### src/rtl/tnf_pkg.sv
// Shared constants, request/response types and rounding helpers for the
// tunable notch filter. No dependencies.
package tnf_pkg;

	// Sample and fixed-point formats
	localparam int SAMPLE_BITS    = 24;
	localparam int COEF_FRAC_BITS = 30;
	localparam int DELAY_FRAC     = 8;
	localparam int DELAY_BITS     = SAMPLE_BITS + 16;
	localparam int PROD_SHIFT     = COEF_FRAC_BITS - DELAY_FRAC;

	// Field widths
	localparam int FREQ_BITS   = 32;
	localparam int PERIOD_BITS = 32;
	localparam int DAMP_BITS   = 18;
	localparam int GAIN_BITS   = 17;
	localparam int GAIN_FRAC   = 16;

	// Configuration port
	localparam int CFG_DATA_BITS  = 32;
	localparam int CFG_INDEX_BITS = 2;
	localparam logic [CFG_INDEX_BITS-1:0] REG_SAMPLE_PERIOD = 2'd0;
	localparam logic [CFG_INDEX_BITS-1:0] REG_DAMPING       = 2'd1;
	localparam logic [CFG_INDEX_BITS-1:0] REG_GAIN_FLOOR    = 2'd2;
	localparam logic [PERIOD_BITS-1:0] SAMPLE_PERIOD_RST = 32'd429497;
	localparam logic [DAMP_BITS-1:0]   DAMPING_RST       = 18'd46341;
	localparam logic [GAIN_BITS-1:0]   GAIN_FLOOR_RST    = 17'd0;

	// Shared multiplier
	localparam int OPND_BITS    = 32;
	localparam int PRODUCT_BITS = 2 * OPND_BITS;

	// Coefficient datapath
	localparam int ONE_POS    = 32;                       // binary point of wt^2, s
	localparam int WT_BITS    = 31;
	localparam int SQ_BITS    = 2 * WT_BITS;
	localparam int P_BITS     = DAMP_BITS + WT_BITS + 1;
	localparam int DEN_BITS   = 63;
	localparam int NUM_BITS   = DEN_BITS + 1;
	localparam int QUOT_BITS  = COEF_FRAC_BITS + 2;
	localparam int COEF_BITS  = QUOT_BITS + 1;
	localparam int ACC_BITS   = DELAY_BITS + 2;
	localparam int DIV_CNT_BITS = $clog2(QUOT_BITS);

	typedef struct packed {
		logic                start;
		logic [NUM_BITS-1:0] num;
		logic [DEN_BITS-1:0] den;
	} div_req_t;

	typedef struct packed {
		logic                 busy;
		logic                 done;
		logic [QUOT_BITS-1:0] quot;
	} div_rsp_t;

	// Round a product magnitude to the delay scale, half away from zero, apply sign
	function automatic logic signed [ACC_BITS-1:0] round_prod(
		input logic [PRODUCT_BITS-1:0] mag,
		input logic                    neg
	);
		logic [PRODUCT_BITS-1:0] sum;
		logic [ACC_BITS-1:0]     r;
		sum = mag + (PRODUCT_BITS'(1) << (PROD_SHIFT - 1));
		r = ACC_BITS'(sum >> PROD_SHIFT);
		if (neg) begin
			r = ACC_BITS'(-r);
		end
		return $signed(r);
	endfunction

	// Clip an accumulator to the delay register range
	function automatic logic signed [DELAY_BITS-1:0] sat_delay(
		input logic signed [ACC_BITS-1:0] v
	);
		logic [ACC_BITS-DELAY_BITS:0] top;
		top = v[ACC_BITS-1:DELAY_BITS-1];
		if (top == '0 || top == '1) begin
			return v[DELAY_BITS-1:0];
		end else if (v[ACC_BITS-1]) begin
			return {1'b1, {(DELAY_BITS-1){1'b0}}};
		end else begin
			return {1'b0, {(DELAY_BITS-1){1'b1}}};
		end
	endfunction

endpackage

### src/rtl/tnf_div.sv
// Serial restoring divider: floor(num * 2^COEF_FRAC_BITS / den), one quotient
// bit per cycle, for num < 4*den. Depends on tnf_pkg.
module tnf_div (
	input  logic              clk,
	input  logic              arst_n,
	input  tnf_pkg::div_req_t req,
	output tnf_pkg::div_rsp_t rsp
);

	logic                                busy_q;
	logic                                done_q;
	logic [tnf_pkg::DIV_CNT_BITS-1:0]    cnt_q;
	logic [tnf_pkg::DEN_BITS-1:0]        rem_q;
	logic [tnf_pkg::DEN_BITS-1:0]        den_q;
	logic [tnf_pkg::QUOT_BITS-1:0]       nbits_q;
	logic [tnf_pkg::QUOT_BITS-1:0]       quot_q;

	logic [tnf_pkg::DEN_BITS:0]          shifted;
	logic [tnf_pkg::DEN_BITS+1:0]        diff;
	logic                                borrow;
	logic                                last_step;

	// Shift in the next numerator bit and trial-subtract the divisor
	always_comb begin
		shifted = {rem_q, nbits_q[tnf_pkg::QUOT_BITS-1]};
		diff    = {1'b0, shifted} - {2'b00, den_q};
		borrow  = diff[tnf_pkg::DEN_BITS+1];
	end

	assign last_step = (cnt_q == tnf_pkg::DIV_CNT_BITS'(tnf_pkg::QUOT_BITS - 1));

	always_ff @(posedge clk or negedge arst_n) begin
		if (!arst_n) begin
			busy_q <= 1'b0;
			done_q <= 1'b0;
			cnt_q  <= '0;
		end else begin
			done_q <= !req.start && busy_q && last_step;
			if (req.start) begin
				busy_q <= 1'b1;
				cnt_q  <= '0;
			end else if (busy_q) begin
				cnt_q <= cnt_q + 1'b1;
				if (last_step) begin
					busy_q <= 1'b0;
				end
			end
		end
	end

	always_ff @(posedge clk) begin
		if (req.start) begin
			// Integer part is below four: the top bits alone stay below den
			rem_q   <= {1'b0, req.num[tnf_pkg::NUM_BITS-1:2]};
			den_q   <= req.den;
			nbits_q <= {req.num[1:0], {(tnf_pkg::QUOT_BITS-2){1'b0}}};
			quot_q  <= '0;
		end else if (busy_q) begin
			rem_q   <= borrow ? shifted[tnf_pkg::DEN_BITS-1:0] : diff[tnf_pkg::DEN_BITS-1:0];
			nbits_q <= {nbits_q[tnf_pkg::QUOT_BITS-2:0], 1'b0};
			quot_q  <= {quot_q[tnf_pkg::QUOT_BITS-2:0], ~borrow};
		end
	end

	assign rsp.busy = busy_q;
	assign rsp.done = done_q;
	assign rsp.quot = quot_q;

endmodule

### config.mk
export PLATFORM = sky130hd
export DESIGN_NAME = tnf_div
export DESIGN_NICKNAME = d
export VERILOG_FILES = /design/src/rtl/tnf_pkg.sv /design/src/rtl/tnf_div.sv
export SDC_FILE = /design/constraint.sdc
export NUM_CORES = 1
export LEC_CHECK = 0
export ABC_CLOCK_PERIOD_IN_PS = 8900
export CAP_MARGIN = 10
export CORE_MARGIN = 4
export CORE_UTILIZATION = 45
export CTS_CLUSTER_SIZE = 10
export DETAILED_ROUTE_END_ITERATION = 10
export DONT_BUFFER_PORTS = 1
export PLACE_DENSITY_LB_ADDON = 0.2
export SYNTH_ARGS = -nofsm -noshare
export SYNTH_HDL_FRONTEND = slang
export SYNTH_SLANG_ARGS = --single-unit
### constraint.sdc
create_clock -name clk -period 8.9 [get_ports clk]
set_input_delay 1.335 -clock clk [delete_from_list [all_inputs] [get_ports clk]]
set_output_delay 1.335 -clock clk [all_outputs]
set_load 0.01 [all_outputs]
==> results.ini <==
[min_path]
hold_class = reg -> reg
hp-start = rem_q[62]
hold_end = rem_q[62]
worstHoldPathCells = 2

[setup_path]
r2r-end = rem_q[4]
rr_worst_depth = 12
worstPathMaxFanout = 62
cp-start-kind = flop
crit_chain = ha_1 -> a21o_1 -> a21o_1 -> a21oi_1 -> o211ai_1 -> a221oi_1 -> a31oi_1 -> o21bai_1 -> o31a_2 -> buf_4 -> mux2_2 -> mux2_2
cp-end-kind = flop
r2r_start = rem_q[16]
r2r_slack_ns = 4.08
path_buf_inv = 1
critPathMaxStageDelay_ns = 0.85
cp_top_family = compound AO/OA/AOI/OAI gates
crit_type = reg -> reg
crit_slowest_cell = o31a_2
cp.required_ns = 9.10
cp.arrival_ns = 5.02

[timing]
tightest_slew_ns = 1.04
tns_ns = 0
skew_ns = 0.0163
rsz0062_at_grt = no
hold_violations = 0
slew_viol_final = 0
setup_viol_count_final = 0
slew_headroom_pct = 30.5
hold_ws_ns = 0.512
period_needed_ns = 4.82
max_freq_ghz = 0.208
fin_crit_sh_pct = 54.1

[global_routing]
grt-ovfl-total = 0
grt_pass1_wl_mm = 40.4
track_usage_pct = 19.1
grt_pass1_vias = 7769
grt_max_degree = 190
antenna_found_initial = 2

[floorplanning]
die_y_um = 161
fp.dieArea_um2 = 25900
start_util_pct = 46.1
chipWidth_um = 161
ios = 164
rows = 55
coreArea_um2 = 22800

[logic_synthesis]
synthCells = 1075
synthArstFlopShare_pct = 4.19
syn-num-nets = 1271
synth_fa_ha_area_share_pct = 7.91
synthMuxAreaShare_pct = 8.36
synth_top_family_by_area = compound AO/OA/AOI/OAI gates
synth_edf_count = 127
yosysSeqAreaShare_pct = 44.1
synth-xor-area-share_pct = 4.90
synthDistinctLibCells = 65
yosys_warnings = 0
synthesis.area_um2 = 10500
synth-compound-area-share_pct = 17.4
syn_area_per_cell_um2 = 9.80
synthSimpleGateAreaFrac_pct = 12.3
synth_seq_cells = 167
ys.flop_type = edfxtp_1

[layout]
multi_input_area_um2 = 5360
fin_nets = 1242
fillers = 2152
areaGrowthSynthToFinish_pct = 7.53
drive_above_1_share_pct = 9.07
fin_cells = 1373
register_area_um2 = 4650

[drt]
viasPerCell = 5.67
wl_per_cell_um = 18.1
drc = 0
routed_wl_mm = 24.9
vias = 7782
drt_iter0_drc = 636
ant_nets = 0
firstDrtPassIters = 5

[placement]
gp_congestion = 0.905
hpwlAfterDp_mm = 17.8
place_inst = 1340
portBuffers = 0

[power_and_ir_drop]
power.density_nw_per_um2 = 359
max-vdd-ir-drop_mv = 0.143
cellLeakagePower_nw = 4.87

[clocking]
cts_resized = 0
clock_latency_ns = 0.45
htreeDepth = 4
cts_hold_buffers = 0
cts_sinks = 167
cts-root-buf = clkbuf_16
numCtsBuffers = 17
cts_max_path_buffers = 2
cts_tree = built
post_cts_buffers = 0
cts.reportedPaths.clkPinSlew_ns = 0.08

[run_status]
status = completed

[run]
drv_cap = 0

==> report_power, final <==
| group | switching (mW) | internal [mW] | leakage (nW) |
|---|---|---|---|
| clock network | 0.379 | 0.381 | 0.290 |
| registers | 0.105 | 1.08 | 1.66 |
| logic | 1.23 | 0.899 | 2.92 |
| total | 1.71 | 2.36 | 4.87 |
==> how the worst max path moves through the flow <==
stage	startpoint	end	slack, ns	cells after the start
global placement	rem_q[16]	rem_q[4]	4.26	12
floorplan	req[127]	nbits_q[30]	5.49	4
CTS	rem_q[16]	rem_q[4]	4.10	12
finish	rem_q[16]	rem_q[4]	4.08	12
global route	rem_q[16]	rem_q[4]	3.69	12
detailed placement	rem_q[16]	rem_q[4]	4.14	12
==> cell families after synthesis <==
family | after synthesis
AO/OA/AOI/OAI | 298
XOR/XNOR | 59
flip-flops | 167
multiplexers | 82
AND/OR/NAND/NOR | 270
adder cells (fa/ha/maj) | 66
buffers and inverters | 133
==> worst reg2reg max path: cells and delay by family, from the launching register on <==
family / cells / cell delay [ns]
flops: 1 / 0.39
buf+inv: 1 / 0.66
compound gates: 8 / 2.39
fa+ha+maj: 1 / 0.42
mux: 2 / 0.71
==> synthesized netlist by cell type (all sizes together), types with 16 or more instances <==
cell type  count  area (um2)
edfxtp       127        3810
nand2         99         372
a21oi         89         445
o21ai         88         440
inv           82         308
nor2          72         270
ha            65         813
mux2          48         541
clkbuf        35         131
mux2i         34         340
a21o          33         248
dfxtp         33         661
xnor2         31         272
xor2          28         245
nand4         17         113
buf           16        92.6
==> flip-flops by register name, summed over array words and instances, names as in the netlist <==
signal,count
rem_q,63
busy_q,1
quot_q,32
cnt_q,5
done_q,1
den_q,63
nbits_q,2
==> cell type report <==
class	count	area share (%)
sequential	167	41.0
clock inverter	15	1.52
timing repair buffer	3	0.199
antenna	1	0.0221
tap	313	3.46
inverter	82	2.72
multi-input combinational	775	47.3
clock buffer	17	3.75
==> metrics by stage <==
step / total power [mW] / cell area, um2 / setup slack (ns) / utilization [%]
4_1_cts: 4.08 / 11300 / 4.10 / 49.6
2_1_floorplan: 2.88 / 10500 / 5.49 / -
3_5_place_dp: 3.30 / 10700 / 4.14 / 47.0
3_3_place_gp: 3.29 / 10700 / 4.26 / 47.0
6_report: 4.07 / 11300 / 4.08 / 49.6
5_1_grt: 4.42 / 11300 / 3.69 / 49.6
==> placed cells by master (no fill, tap or decap), types with 31 or more instances in the layout <==
cell type	Yosys	routed
a21o_1	33	33
a21oi_1	89	89
dfxtp_1	33	33
edfxtp_1	127	127
ha_1	65	65
inv_1	82	82
mux2_2	48	48
mux2i_1	34	34
nand2_1	99	99
nor2_1	72	72
o21ai_0	86	86
xnor2_1	31	31
==> routing by layer <==
metal  vias to the layer above  global-route usage, %  wire length (um)
li1                       3824                      -                 -
met1                      3673                   25.4             11200
met2                       246                   29.7             11100
met3                        35                   6.86              1980
met4                         4                   5.23               487
met5                         -                      0                27
(Power assumes the default switching activity.)
